===== src/qpn_pkg.sv =====
`timescale 1ns / 1ps
// Shared types and constants for the quad panel normal/area/tangent unit.
// No dependencies; every other file in src uses it by scoped names.
package qpn_pkg;

    localparam int CoordW    = 32;
    localparam int PcW       = 17;
    localparam int IdxW      = 16;
    localparam int MaxPanels = 65536;
    localparam int QDepth    = 2;
    localparam int PtrW      = $clog2(QDepth);
    localparam int QCntW     = $clog2(QDepth + 1);

    localparam logic [1:0]     CornerLast  = 2'd3;
    localparam logic [PcW-1:0] PcReset     = PcW'(1);
    localparam logic [PcW-1:0] PcMax       = PcW'(MaxPanels);

    typedef logic [CoordW-1:0] coord_t;

    // one complete panel: four corners of x, y, z and the normal flip flag
    typedef struct packed {
        coord_t [3:0][2:0] corners;
        logic              flip;
    } job_t;

    typedef struct packed {
        coord_t [2:0] normal;
        coord_t       area;
        coord_t [2:0] chord;
        coord_t       span_y;
        coord_t       span_z;
        logic         degenerate;
    } result_t;

endpackage


===== src/qpn_front.sv =====
`timescale 1ns / 1ps
// Front end: corner store, panel count register and panel classification.
// Depends on qpn_pkg.
module qpn_front (
    input  logic                       clk,
    input  logic                       rst_n,
    input  logic                       push,
    output logic                       full,
    input  qpn_pkg::coord_t            coord_x,
    input  qpn_pkg::coord_t            coord_y,
    input  qpn_pkg::coord_t            coord_z,
    input  logic [1:0]                 corner,
    input  logic [qpn_pkg::IdxW-1:0]   panel_index,
    input  logic                       cfg_valid,
    output logic                       cfg_ready,
    input  logic [qpn_pkg::PcW-1:0]    cfg_data,
    output logic                       q_push,
    output qpn_pkg::job_t              q_job,
    input  logic                       q_full
);

    qpn_pkg::coord_t [2:0][2:0] store_reg;
    logic [qpn_pkg::PcW-1:0]    pc_reg;
    logic [qpn_pkg::PcW-1:0]    pc_sat;
    logic [qpn_pkg::PcW-1:0]    half;
    logic                       accept;

    assign full      = q_full;
    assign cfg_ready = 1'b1;
    assign accept    = push && !q_full;
    assign q_push    = accept && (corner == qpn_pkg::CornerLast);

    assign pc_sat = (pc_reg > qpn_pkg::PcMax) ? qpn_pkg::PcMax : pc_reg;
    assign half   = pc_sat >> 1;

    always_comb
    begin
        for (int k = 0; k < 3; k++)
        begin
            q_job.corners[k] = store_reg[k];
        end
        q_job.corners[3][0] = coord_x;
        q_job.corners[3][1] = coord_y;
        q_job.corners[3][2] = coord_z;
        q_job.flip = {1'b0, panel_index} < half;
    end

    always_ff @(posedge clk or negedge rst_n)
    begin
        if (!rst_n)
        begin
            store_reg <= '0;
            pc_reg    <= qpn_pkg::PcReset;
        end
        else
        begin
            if (cfg_valid && cfg_ready)
            begin
                pc_reg <= cfg_data;
            end
            if (accept && corner != qpn_pkg::CornerLast)
            begin
                store_reg[corner[1:0]] <= {coord_z, coord_y, coord_x};
            end
        end
    end

endmodule


===== config.mk =====
export PLATFORM = sky130hd
export DESIGN_NAME = qpn_front
export DESIGN_NICKNAME = d
export VERILOG_FILES = /design/src/qpn_pkg.sv /design/src/qpn_front.sv
export SDC_FILE = /design/constraint.sdc
export NUM_CORES = 1
export LEC_CHECK = 0
export ABC_CLOCK_PERIOD_IN_PS = 8000
export BUFFER_PORTS_ARGS = -buffer_cell sky130_fd_sc_hd__buf_4
export CAP_MARGIN = 20
export CORE_AREA = 5 5 203 205
export DETAILED_ROUTE_END_ITERATION = 16
export DIE_AREA = 0 0 208 210
export PLACE_DENSITY = 0.56
export SLEW_MARGIN = 40
export SYNTH_ARGS = -nofsm -noshare
export SYNTH_HDL_FRONTEND = slang
export SYNTH_SLANG_ARGS = --single-unit

===== constraint.sdc =====
create_clock -name clk -period 8 [get_ports clk]
set_input_delay 2 -clock clk [delete_from_list [all_inputs] [get_ports clk]]
set_output_delay 2 -clock clk [all_outputs]
set_load 0.02 [all_outputs]

* Word-level counts from Yosys, hierarchy flattened *
Index checks and enable logic that the tools add are counted.

operators by class
  equality and inequality tests = 2
  muxes and demuxes = 4
  reductions and logical operators = 5
  order comparisons = 4

operator list
  kind                                                                                 number
  288-bit bitwise mux                                                                  1
  96-bit demux with 2-bit select                                                       1
  96-bit 2-to-1 mux                                                                    1
  17-bit > comparator, second input constant                                           1
  17-bit 2-to-1 mux                                                                    1
  16-bit < comparator                                                                  1
  1-bit logical AND                                                                    4
  2-bit by 3-bit < comparator with 1-bit output, second input constant                 1
  2-bit == test, second input constant                                                 1
  2-bit by 1-bit greater-or-equal comparator with 1-bit output, second input constant  1
  2-bit != test, second input constant                                                 1
  1-bit logical NOT                                                                    1

word-level totals
  output and inout port bits = 388
  input port bits = 136
  register bits = 305

* Depth between registers and ports, before layout *
  depth in word-level cells = 5
  depth in mapped cells = 9
  gate-level depth less buffers = 8

* Worst setup path after synthesis *
No wires, ideal clock.

  kind = input to output
  from = input panel_index[3] (netlist bit)
  to = output q_job[0] (netlist bit)
  slack = 2.491 ns
  stages on the path = 5
  data arrival time = 3.509 ns
  path buffers = 0
  path through = ha_1 and3_1 a221oi_1 o2111ai_1 a2111oi_2

RTL lines
  element             line             text
  start: declaration  qpn_front.sv:13  input logic [qpn_pkg::IdxW-1:0] panel_index,
  end: declaration    qpn_front.sv:18  output qpn_pkg::job_t q_job,

==> flow_metrics.tcl <==
set metrics [dict create \
    cp_cell_sequence "buf_4, ha_1, and3_1, a221oi_1, o2111ai_1, a2111oi_2, buf_4" \
    drive_gt1_share_pct 66.6 \
    ant_nets 0 \
    synth_cells 806 \
    antenna_found_initial 0 \
    die_w_um 208 \
    synth-xor-area-share_pct 0 \
    intPower_mw 3.54 \
    wl_per_cell_um 20.6 \
    hpwlAfterDp_mm 26.4 \
    ys_ff_latch 305 \
    critical-path-slowest-cell "a2111oi_2" \
    cts_root_buf "clkbuf_16" \
    diodes 0 \
    routed_wl_mm 36.8 \
    syn2layout_area_growth_pct 38.8 \
    crit_start "panel_index[3]" \
    p_sw_mw 1.63 \
    crit_path_max_incr_delay_ns 0.40 \
    std_cell_rows 73 \
    synthAdderAreaFrac_pct 1.50 \
    dr_total_vias 8068 \
    dr.first_iter.drc_count 196 \
    critPathLaunchType "input port" \
    r2r.worst_path.cells 2 \
    viasPerCell 4.51 \
    status "complete, no violations" \
    async_flop_share_pct 100 \
    synth_top_family_by_area "multiplexers" \
    die_area_sq_um 43700 \
    ys_types 31 \
    cts_setup_buffers 0 \
    synth-simple-area-share_pct 1.44 \
    synth_compound_area_share_pct 0.850 \
    synthFlopType "dfrtp_1" \
    r2r_start "pc_reg[16]" \
    first_global_vias 8655 \
    ir_drop_mv 0.197 \
    cp-endpoint "q_job[0]" \
    worst_setup_path_end_kind "primary output" \
    relSlewSlack_pct 52.5 \
    place_congestion 0.793 \
    fin_crit_ns 5.70 \
    required_ns 6.00 \
    seq_power_share_pct 39.6 \
    cts_sinks 305 \
    switching_share_pct 31.5 \
    grt_overflow 0 \
    top_layer_used "met4" \
    max-cap-violations 0 \
    grt_max_degree 153 \
    muxShareOfSynthArea_pct 27.4 \
    min_period_over_period_pct 71.3 \
    synth.avg_cell_area_sq_um 15.5 \
    crit_buf_inv 2 \
    syn-cell-area_sq_um 12500 \
    crit_top_cell "buf_4" \
    insertion_delay_ns 0.52 \
    place.port_buffers 522 \
    wl_met1_mm 14.9 \
    final_cell_area_sq_um 17400 \
    path_clk_slew_ns 0.06 \
    track_usage_pct 16.2 \
    dpl_cell_area_sq_um 16200 \
    wl_met2_mm 18.1 \
    setup_violations 0 \
    final_hold_viol_count 0 \
    nets 1393 \
    crit_fanout 3 \
    yosysTopAreaCellShare_pct 60.8 \
    syn-num-nets 957 \
    drc 0 \
    route.met3.wl_mm 3.04 \
    cts_tree "yes" \
    r2r_setup_slack_ns 7.18 \
    synth_area_leaders "dfrtp_1, mux2_2, buf_4" \
    cts_buffer_depth 3 \
    arrival_ns 3.70 \
    p_comb_share_pct 30.3 \
    power.share.clock_pct 30.0 \
    timing.fmax_mhz 175 \
    synth_edf_count 0 \
    coreArea_sq_um 39300 \
    cp_top_family "compound AO/OA/AOI/OAI gates" \
    grt_first_pass_wirelength_mm 55.5 \
    num_io_pins 524 \
    p_per_area_nw_per_um2 297 \
    rsz0062_at_grt "false" \
    path_class "input port to primary output" \
    finalPower_mw 5.16 \
    p_leak_nw 8.22 \
    synth_top_cell_by_area "dfrtp_1" \
    start_util_pct 31.9 \
    dr.pass1.iters 4 \
    ys_seq_area_share_pct 61.0 \
    hp-class "flop to flop" \
    clock_skew_ns 0 \
    yosysWarnings 0 \
    cp.depth 7 \
    die_h_um 210 \
    cts-htree-levels 2 \
    tns_ns 0 \
    hold_buffers 0 \
    maxSlewViolCount 0 \
    cts_buffers 35 \
    tightest_slew_ns 0.712 \
    r2r_end "pc_reg[16]" \
    largest_reg_flops 288 \
    cts_resized 0 \
]
## through the flow
step / hold WS (ns) / util [%] / cells / worst slack [ns]
after CTS: 0.489 / 44.1 / 1785 / 2.32
after floorplan: 0.504 / - / 806 / 2.49
after detailed placement: 0.476 / 41.3 / 1728 / 2.34
after global placement: 0.469 / 41.3 / 1728 / 2.29
after global routing: 0.498 / 44.2 / 1787 / 2.18
final: 0.486 / 44.2 / 1787 / 2.30
## worst reg2reg max path, cell delays in order (launching register included)
cell,delay [ns]
dfrtp_1,0.36
inv_1,0.19
o21ai_0,0.13
## synthesized netlist by cell type (2+ instances only)
cell type / count
buf_4: 104
buf_2: 17
buf_6: 9
ha_1: 15
nand2_1: 16
nor4_1: 4
dfrtp_1: 304
and3_1: 2
mux2_1: 49
mux2_2: 255
nand3_1: 3
a21oi_1: 4
nand4_1: 3
a21o_1: 4
## power groups by stage
stage,registers [mW],logic (mW),clock network (mW)
5_1_grt,2.09,1.66,1.66
6_report,2.05,1.57,1.55
3_3_place_gp,2.06,1.59,0
3_5_place_dp,2.07,1.59,0
4_1_cts,2.05,1.59,1.61
2_1_floorplan,2.46,0.398,0
## placed cells by master (no fill, tap or decap), types with 7 or more instances in the layout
cell | synthesis | routed
buf_4 | 104 | 523
dfrtp_1 | 304 | 304
mux2_2 | 255 | 255
mux2_1 | 49 | 49
clkbuf_16 | 0 | 37
nand2_1 | 16 | 16
ha_1 | 15 | 15
clkbuf_1 | 1 | 8
clkbuf_8 | 0 | 7
## worst min path at each step
stage               cells after the start         end  slack (ns)       start
finish                                  1   q_job[30]        0.49   q_job[30]
global route                            1   q_job[17]        0.50   q_job[17]
CTS                                     1   q_job[17]        0.49   q_job[17]
detailed placement                      1    q_job[7]        0.48    q_job[7]
global placement                        1  q_job[237]        0.47  q_job[237]
floorplan                               1  pc_reg[11]        0.50  pc_reg[11]
## area by class of cell
class | count | area (sq um)
Timing Repair Buffer | 531 | 4050
Tap cell | 525 | 657
Sequential cell | 305 | 7630
Clock buffer | 52 | 1050
Inverter | 1 | 3.75
Multi-Input combinational cell | 368 | 3920
Clock inverter | 5 | 52.6
Fill cell | 3621 | 21900
## logic make-up after synthesis
group | after synthesis
adders and majority gates | 15
AOI/OAI and AO/OA | 14
buffers and inverters | 133
DFF | 305
muxes | 304
other | 1
and+or+nand+nor | 34
## routing by layer
layer  GRT usage [%]  up-vias
li1                -     3600
met1            20.2     4114
met2            27.1      308
met3            5.91       46
met4            4.21        0
met5               0        -
Note: power is estimated with default switching activity, not from simulation.
