$ cat src/qpn_pkg.sv
`timescale 1ns / 1ps
// Shared types and constants for the quad panel normal/area/tangent unit.
// No dependencies; every other file in src uses it by scoped names.
package qpn_pkg;

    localparam int CoordW    = 32;
    localparam int PcW       = 17;
    localparam int IdxW      = 16;
    localparam int MaxPanels = 65536;
    localparam int QDepth    = 2;
    localparam int PtrW      = $clog2(QDepth);
    localparam int QCntW     = $clog2(QDepth + 1);

    localparam logic [1:0]     CornerLast  = 2'd3;
    localparam logic [PcW-1:0] PcReset     = PcW'(1);
    localparam logic [PcW-1:0] PcMax       = PcW'(MaxPanels);

    typedef logic [CoordW-1:0] coord_t;

    // one complete panel: four corners of x, y, z and the normal flip flag
    typedef struct packed {
        coord_t [3:0][2:0] corners;
        logic              flip;
    } job_t;

    typedef struct packed {
        coord_t [2:0] normal;
        coord_t       area;
        coord_t [2:0] chord;
        coord_t       span_y;
        coord_t       span_z;
        logic         degenerate;
    } result_t;

endpackage

$ cat src/qpn_queue.sv
`timescale 1ns / 1ps
// Short panel queue between the front end and the compute sequencer.
// Depends on qpn_pkg.
module qpn_queue (
    input  logic          clk,
    input  logic          rst_n,
    input  logic          wr_en,
    input  qpn_pkg::job_t wr_job,
    output logic          full,
    input  logic          rd_en,
    output qpn_pkg::job_t rd_job,
    output logic          valid
);

    qpn_pkg::job_t                  mem_reg [qpn_pkg::QDepth];
    logic [qpn_pkg::PtrW-1:0]       wr_ptr_reg;
    logic [qpn_pkg::PtrW-1:0]       rd_ptr_reg;
    logic [qpn_pkg::QCntW-1:0]      cnt_reg;
    logic                           do_wr;
    logic                           do_rd;

    assign full   = cnt_reg == qpn_pkg::QCntW'(qpn_pkg::QDepth);
    assign valid  = cnt_reg != '0;
    assign do_wr  = wr_en && !full;
    assign do_rd  = rd_en && valid;
    assign rd_job = mem_reg[rd_ptr_reg];

    function automatic logic [qpn_pkg::PtrW-1:0] bump(input logic [qpn_pkg::PtrW-1:0] p);
        bump = (p == qpn_pkg::PtrW'(qpn_pkg::QDepth - 1)) ? '0 : p + 1'b1;
    endfunction

    always_ff @(posedge clk or negedge rst_n)
    begin
        if (!rst_n)
        begin
            wr_ptr_reg <= '0;
            rd_ptr_reg <= '0;
            cnt_reg    <= '0;
        end
        else
        begin
            if (do_wr)
            begin
                wr_ptr_reg <= bump(wr_ptr_reg);
            end
            if (do_rd)
            begin
                rd_ptr_reg <= bump(rd_ptr_reg);
            end
            if (do_wr && !do_rd)
            begin
                cnt_reg <= cnt_reg + 1'b1;
            end
            else if (do_rd && !do_wr)
            begin
                cnt_reg <= cnt_reg - 1'b1;
            end
        end
    end

    always_ff @(posedge clk)
    begin
        if (do_wr)
        begin
            mem_reg[wr_ptr_reg] <= wr_job;
        end
    end

endmodule

$ cat config.mk
export PLATFORM = sky130hd
export DESIGN_NAME = qpn_queue
export DESIGN_NICKNAME = d
export VERILOG_FILES = /design/src/qpn_pkg.sv /design/src/qpn_queue.sv
export SDC_FILE = /design/constraint.sdc
export NUM_CORES = 1
export LEC_CHECK = 0
export BUFFER_PORTS_ARGS = -buffer_cell sky130_fd_sc_hd__buf_2
export CAP_MARGIN = 20
export CORE_AREA = 4 4 298 300
export CTS_CLUSTER_DIAMETER = 150
export DETAILED_ROUTE_END_ITERATION = 10
export DIE_AREA = 0 0 302 304
export PLACE_DENSITY = 0.55
export SYNTH_ARGS = -nofsm -noshare
export SYNTH_HDL_FRONTEND = slang
export SYNTH_SLANG_ARGS = --single-unit
$ cat constraint.sdc
create_clock -name clk -period 18.1 [get_ports clk]
set_input_delay 2.715 -clock clk [delete_from_list [all_inputs] [get_ports clk]]
set_output_delay 2.715 -clock clk [all_outputs]
set_load 0.03 [all_outputs]
Word level (Yosys, flattened, before mapping)
Memory sizes are Yosys's and may differ from the RTL's. Cells that the tools add are included.

Memory bits (writable): 770. Output and inout port bits: 387. Word-level logic and storage cells: 24. Memories: 1. Register bits: 4.

Add/subtract/negate cells: 4. Equality and inequality tests: 1. Reduce and logical (&&, ||, !) cells: 9. Muxes and demuxes: 6.

Memories: mem_reg (words 2, bits a word 385, rd ports 1, clocked after memory_dff 0, wr ports 1, line qpn_queue.sv:15) `qpn_pkg::job_t mem_reg [qpn_pkg::QDepth];`.

Operators with widths (number): $logic_and A1 B1 Y1 (4); $mux W1 (4); $mux W2 (2); $reduce_bool A2 Y1 (2); $logic_not A1 Y1 (3); $add A1 B1 Y1 const B (2); $add A2 B1 Y2 const B (1); $eq A2 B2 Y1 const B (1); $sub A2 B1 Y2 const B (1).

Depth between registers and ports, before layout
Gate-level depths: netlist (run 1).

Word-level depth: 7. Depth in mapped cells: 7. Mapped depth without buffers: 7.

Worst setup path after synthesis (run 1)
OpenSTA, ideal clock, no wires.

Path kind: in2reg. From: in wr_en. To: mem mem_reg[0][0] in the netlist's numbering, enable pin. Buffers on the path: 0. Path slack: -1.774 ns. Library setup time: 1.140 ns. Cell stages on the path: 2. Arrival: 18.735 ns. Path through: nand2_1 > nor2_1.

Word-level cells in the longest chain between the ends: 3.

RTL lines: from (decl) (line qpn_queue.sv:7) `input logic wr_en,`; $logic_and A1 B1 Y1 (line qpn_queue.sv:24) `assign do_wr = wr_en && !full;`; $mux W1 (line qpn_queue.sv:63) `if (do_wr)`; $mux W1 (implied by the code) (line qpn_queue.sv:65) `mem_reg[wr_ptr_reg] <= wr_job;`; to (decl) (line qpn_queue.sv:15).

Every way passes these cells.

==> qor.yml, run 1 <==
status: "finished clean"
intPower_mw: 4.09
yosys_warnings: 0
cts_tree: "built"
p_per_area_mw_per_mm2: 180
dp_hpwl_um: 50500
syn_inst: 1217
start_util_pct: 32.6
cts.clk_slew.worst_paths_ps: 50
clk_latency_ps: 620
synth_enable_flop_cells: 770
switching_share_pct: 36.4
final_layout_size_suffix_gt1_share_pct: 60.9
wl_per_cell_um: 21.6
worst-setup-path-type: "reg2out"
required_ps: 15390
drtIter0Drc: 828
cts_max_level: 3
io_pins: 776
max_cap_violations: 0
nNetsFinal: 2440
cp_num_cells: 5
synthArstFlopShare_pct: 0.517
drt-total-wl_um: 71200
yosys-top-cells-count: "edfxtp_1 (770), mux2_2 (385), buf_6 (39)"
synth_fp_nets: 1607
syn_to_final_growth_pct: 27.3
std_cell_rows: 108
cts-root-buf: "clkbuf_16"
worstPathCellList: "buf_4 -> buf_4 -> buf_4 -> mux2_2 -> buf_2"
path_delay_family: "buffers and inverters"
clock_sinks: 774
layout_min_cycle_time_ps: 7310
crit_arrival_ps: 4600
slowest_delay_ps: 860
min_path_type: "reg2reg"
layout_setup_ws_ps: 10790
path_buf_inv: 4
worstMarginPinSlew_ps: 1080
endpoint_kind: "output pin"
die_w_um: 302
synthFlopType: "edfxtp_1"
r2r_end: "mem_reg[1][313]$_DFFE_PP_"
max_freq_mhz: 137
synth_most_common_cell: "edfxtp_1"
slew_headroom_pct: 28.0
ys_seq_elements: 774
vias: 14652
portBuffers: 775
finalHoldViolations: 0
pre_cts_slack_ps: 11350
grt_pass1_vias: 15853
post_cts_buffers: 0
cp_max_fo: 80
r2r-start: "cnt_reg[0]$_DFFE_PN0P_"
route.detailed.drc: 0
die_y_um: 304
yosysTopAreaCellShare_pct: 82.2
fin_skew_ps: 21.0
clockBufferDepth: 3
finalMaxSlewViolations: 0
avgSynthCellArea_sq_um: 23.1
hold_buffers: 0
drtPass1Iterations: 5
yosysSeqAreaShare_pct: 82.6
peakVddDrop_v: 0.000113
largest_reg_flops: 770
gp_congestion: 0.850
p_switching_mw: 2.34
netlist-cell-type-count: 14
crit_top_cell: "buf_4"
reg2regPathDepth: 5
cts_buffers: 84
synth_area_leaders: "edfxtp_1 (82%), mux2_2 (15%), buf_6 (1.6%)"
overflow: 0
cts-resized-gates: 0
finalSetupViolCount: 0
grt_usage_pct: 14.8
vias_per_cell: 4.45
cp-endpoint: "rd_job[1]"
grt_start_max_net_pins: 155
synth.largest_area_cell: "edfxtp_1"
rsz0062_at_grt: "no"
synth_area_sq_mm: 0.0281
grt_first_pass_wirelength_um: 102000
setup_tns_ps: 0
power.share.clock_pct: 24.7
fin_crit_sh_pct: 40.4
power_frac_seq_pct: 39.8
crit_path_start: "rd_ptr_reg$_DFFE_PN0P_"
ff2ff_setup_slack_ps: 13910
drt.antenna.violating_nets: 0
crit_path_top_delay_cell: "dfrtp_4"
p_leak_nw: 13.2
antenna_found_initial: 29
comb_power_share_pct: 35.5
core_sq_mm: 0.0862
startpoint_type: "flop"
dieArea_sq_mm: 0.0918
power groups by stage:
stage               Combinational, mW  Sequential (mW)  Clock (mW)
floorplan                        1.71             2.72           0
global placement                 2.29             2.59           0
detailed placement               2.31             2.60           0
CTS                              2.32             2.57        1.65
global route                     2.40             2.59        1.73
finish                           2.28             2.56        1.59
metal layers:
layer	vias up	wire length, um	global-route usage (%)
met4	18	2380	6.46
li1	6583	-	-
met1	7365	26100	16.6
met2	542	37400	26.1
met5	-	119	0
met3	144	5090	4.14
layout make-up:
type	instances	area (sq um)
diodes	21	52.6
clock buffers	112	2250
clock inverters	41	325
fillers	7861	50400
inverters	2	7.51
multi-input cells	398	4440
flip-flops and latches	774	23200
well taps	1155	1450
repair buffers	790	4040
per-stage QoR:
step                hold WS (ps)  utilization (%)  std cells  power, mW  area (sq um)
floorplan                    456                -       1217       4.43         28100
global placement             477             38.4       3118       4.89         33100
detailed placement           489             38.4       3118       4.91         33100
CTS                          498             41.4       3271       6.53         35700
global route                 506             41.5       3289       6.72         35800
finish                       492             41.5       3293       6.43         35800
logic make-up after synthesis:
kind of cell	count (synthesis)	share of synthesized area, %
xor gates and xnor gates	5	0.156
adders and majority gates	1	0.0445
buffers and inverters	45	1.66
DFF	774	82.6
muxes	385	15.4
and+or+nand+nor	7	0.120
cells in the final DEF, fill, tap and decap left out:
cell        instances
buf_4              12
clkinv_4            1
or2_2               1
clkinvlp_4          3
buf_12              2
inv_16              3
buf_2             775
dfrtp_1             3
nor2_4              1
nand2_1             2
edfxtp_1          770
mux2_2            385
clkinv_1           17
ha_1                1
and3_4              1
xnor2_1             3
xor2_1              2
nor2_1              1
clkinv_2           12
inv_8               1
clkinv_16           1
dfrtp_4             1
inv_1               2
clkbuf_1           26
inv_6               1
buf_16              1
diode_2            21
nand2b_1            1
bufinv_16           2
clkbuf_16          86
worst min path at each step:
stage	depth (start not counted)	startpoint	to	slack, ps
2_1_floorplan	1	cnt_reg[1]$_DFFE_PN0P_	cnt_reg[1]$_DFFE_PN0P_	460
3_3_place_gp	1	cnt_reg[1]$_DFFE_PN0P_	cnt_reg[1]$_DFFE_PN0P_	480
3_5_place_dp	1	cnt_reg[1]$_DFFE_PN0P_	cnt_reg[1]$_DFFE_PN0P_	490
4_1_cts	1	cnt_reg[1]$_DFFE_PN0P_	cnt_reg[1]$_DFFE_PN0P_	500
5_1_grt	1	cnt_reg[1]$_DFFE_PN0P_	cnt_reg[1]$_DFFE_PN0P_	510
6_report	1	cnt_reg[1]$_DFFE_PN0P_	cnt_reg[1]$_DFFE_PN0P_	490
(Power assumes the default switching activity.)
==> inputs of run 2 (changes only) <==
--- a/config.mk
+++ b/config.mk
@@ -7,11 +7,11 @@
 export LEC_CHECK = 0
 export BUFFER_PORTS_ARGS = -buffer_cell sky130_fd_sc_hd__buf_2
 export CAP_MARGIN = 20
-export CORE_AREA = 4 4 298 300
+export CORE_AREA = 4 4 300 302
 export CTS_CLUSTER_DIAMETER = 150
 export DETAILED_ROUTE_END_ITERATION = 10
-export DIE_AREA = 0 0 302 304
-export PLACE_DENSITY = 0.55
+export DIE_AREA = 0 0 304 306
+export PLACE_DENSITY = 0.53
 export SYNTH_ARGS = -nofsm -noshare
 export SYNTH_HDL_FRONTEND = slang
 export SYNTH_SLANG_ARGS = --single-unit
==> constraint.sdc (replaced) <==
create_clock -name clk -period 7 [get_ports clk]
set_input_delay 1.05 -clock clk [delete_from_list [all_inputs] [get_ports clk]]
set_output_delay 1.05 -clock clk [all_outputs]
set_load 0.03 [all_outputs]
==> qor.yml, run 2 (synthesis results as in run 1) <==
drtIter0Drc: 807  # was 828
io_pins: 776  # unchanged
worst-setup-path-type: "reg2out"  # unchanged
syn_to_final_growth_pct: 27.7  # was 27.3%
worstMarginPinSlew_ps: 1200  # was 1080 ps
cts.clk_slew.worst_paths_ps: 60  # was 50 ps
crit_path_top_delay_cell: "dfrtp_4"  # unchanged
cts_tree: "built"  # unchanged
clock_sinks: 774  # unchanged
r2r-start: "cnt_reg[0]$_DFFE_PN0P_"  # unchanged
cts-root-buf: "clkbuf_16"  # unchanged
status: "finished clean"  # unchanged
fillers: 8011  # was 7,861
dp_hpwl_um: 49300  # was 50,500 um
seq_area_sq_mm: 0.0232  # unchanged
final_common_cell: "buf_2"  # unchanged
nNetsFinal: 2436  # was 2,440
layout_min_cycle_time_ps: 4120
path_buf_inv: 2  # was 4
worstPathCellList: "buf_12 -> mux2_2 -> buf_2"  # was buf_4 -> buf_4 -> buf_4 -> mux2_2 -> buf_2
clk_latency_ps: 630  # was 620 ps
multi_input_area_sq_mm: 0.00445  # was 0.00444 sq mm
final_core_util_pct: 40.9  # was 41.5%
startpoint_type: "flop"  # unchanged
cts-resized-gates: 0  # unchanged
ff2ff_setup_slack_ps: 4220  # was 13,910 ps
min_path_type: "in2async"  # was reg2reg
antenna_found_initial: 18  # was 29
finalSetupViolCount: 0  # unchanged
slew_headroom_pct: 20.2  # was 28.0%
crit_arrival_ps: 3070  # was 4600 ps
endpoint_kind: "output pin"  # unchanged
pre_cts_slack_ps: 3550  # was 11,350 ps
dieArea_sq_mm: 0.0930  # was 0.0918 sq mm
required_ps: 5950  # was 15,390 ps
finalMaxSlewViolations: 0  # unchanged
peakVddDrop_v: 0.000294  # was 0.000113 V
largest_reg_flops: 770  # unchanged
gp_congestion: 0.801  # was 0.850
clockBufferDepth: 3  # unchanged
r2r_end: "mem_reg[1][1]$_DFFE_PP_"  # was mem_reg[1][313]$_DFFE_PP_
cp_max_fo: 137  # was 80
overflow: 0  # unchanged
layout_common_cells: "buf_2 (775), edfxtp_1 (770), mux2_2 (385)"  # unchanged
p_per_area_mw_per_mm2: 468  # was 180 mW/mm^2
drt-total-wl_um: 71100  # was 71,200 um
path_delay_family: "flip-flops"  # was buffers and inverters
fin_skew_ps: 23.2  # was 21.0 ps
grt_first_pass_wirelength_um: 102000  # about the same
finalHoldViolations: 0  # unchanged
std_cell_rows: 109  # was 108
max_freq_mhz: 243
cts_max_level: 3  # unchanged
total_power_mw: 16.8  # was 6.43 mW
hold_buffers: 0  # unchanged
drt.antenna.violating_nets: 0  # unchanged
portBuffers: 775  # unchanged
grt_util_met2_pct: 26.0  # was 26.1%
die_w_um: 304  # was 302 um
grt_pass1_vias: 15566  # was 15.9k
vias: 14563  # was 14.7k
grt_start_max_net_pins: 156  # was 155
rsz0062_at_grt: "no"  # unchanged
core_sq_mm: 0.0877  # was 0.0862 sq mm
cts_buffers: 84  # unchanged
use_met3_pct: 4.57  # was 4.14%
slowest_delay_ps: 910  # was 860 ps
grt_usage_pct: 14.6  # was 14.8%
vias_per_cell: 4.43  # was 4.45
start_util_pct: 32.1  # was 32.6%
p_leak_nw: 13.2  # about the same
post_cts_buffers: 0  # unchanged
die_y_um: 306  # was 304 um
route.detailed.drc: 0  # unchanged
drtPass1Iterations: 4  # was 5
wl_per_cell_um: 21.6  # about the same
reg2regPathDepth: 3  # was 5
use_met1_pct: 16.2  # was 16.6%
grt_busiest_layer: "met2"  # unchanged
layout_setup_ws_ps: 2880  # was 10,790 ps
final_layout_size_suffix_gt1_share_pct: 61.5  # was 60.9%
fin_crit_sh_pct: 58.9
max_cap_violations: 0  # unchanged
-- run 2: worst register-to-register path, delay by kind of cell (launching register included) --
family | cells | cell delay (ps)
buffers and inverters | 1 | 520
flip-flops | 1 | 410
AND/OR/NAND/NOR | 2 | 1040
-- run 2: worst max-delay path by stage --
stage	startpoint	endpoint	slack [ps]	cells after the start
finish	rd_ptr_reg$_DFFE_PN0P_	rd_job[93]	2880	3
global route	rd_ptr_reg$_DFFE_PN0P_	rd_job[93]	2790	3
CTS	rd_ptr_reg$_DFFE_PN0P_	rd_job[294]	2840	3
detailed placement	rd_ptr_reg$_DFFE_PN0P_	rd_job[294]	3550	3
global placement	rd_ptr_reg$_DFFE_PN0P_	rd_job[93]	3560	3
floorplan	wr_en	mem_reg[0][0]$_DFFE_PP_	-200	2
-- run 2: cell type report --
class	instances	area share (%)
Sequential cell	774	64.7
Multi-Input combinational cell	398	12.4
Timing Repair Buffer	786	11.3
Clock buffer	100	6.14
Tap cell	1165	4.06
Clock inverter	50	1.26
Antenna cell	13	0.0906
Inverter	2	0.0209
-- run 2: where the power goes --
| group | internal, mW | switching [mW] | total [mW] |
|---|---|---|---|
| Clock | 2.45 | 1.80 | 4.25 |
| Sequential | 6.35 | 0.278 | 6.63 |
| Combinational | 1.89 | 4.03 | 5.92 |
-- run 2: metal layers --
| metal | vias to the layer above | part of all wire (%) |
|---|---|---|
| li1 | 6566 | - |
| met1 | 7345 | 36 |
| met2 | 524 | 53 |
| met3 | 118 | 7.4 |
| met4 | 10 | 3.1 |
| met5 | - | 0.096 |
-- run 2: through the flow --
stage / cells / setup TNS [ps] / hold WS [ps] / instance area (sq um)
after floorplan: 1217 / -76370 / 456 / 28100
final: 3288 / 0 / 231 / 35900
after global placement: 3124 / 0 / 471 / 33200
after global routing: 3285 / 0 / 193 / 35900
after CTS: 3274 / 0 / 170 / 35800
after detailed placement: 3124 / 0 / 479 / 33200
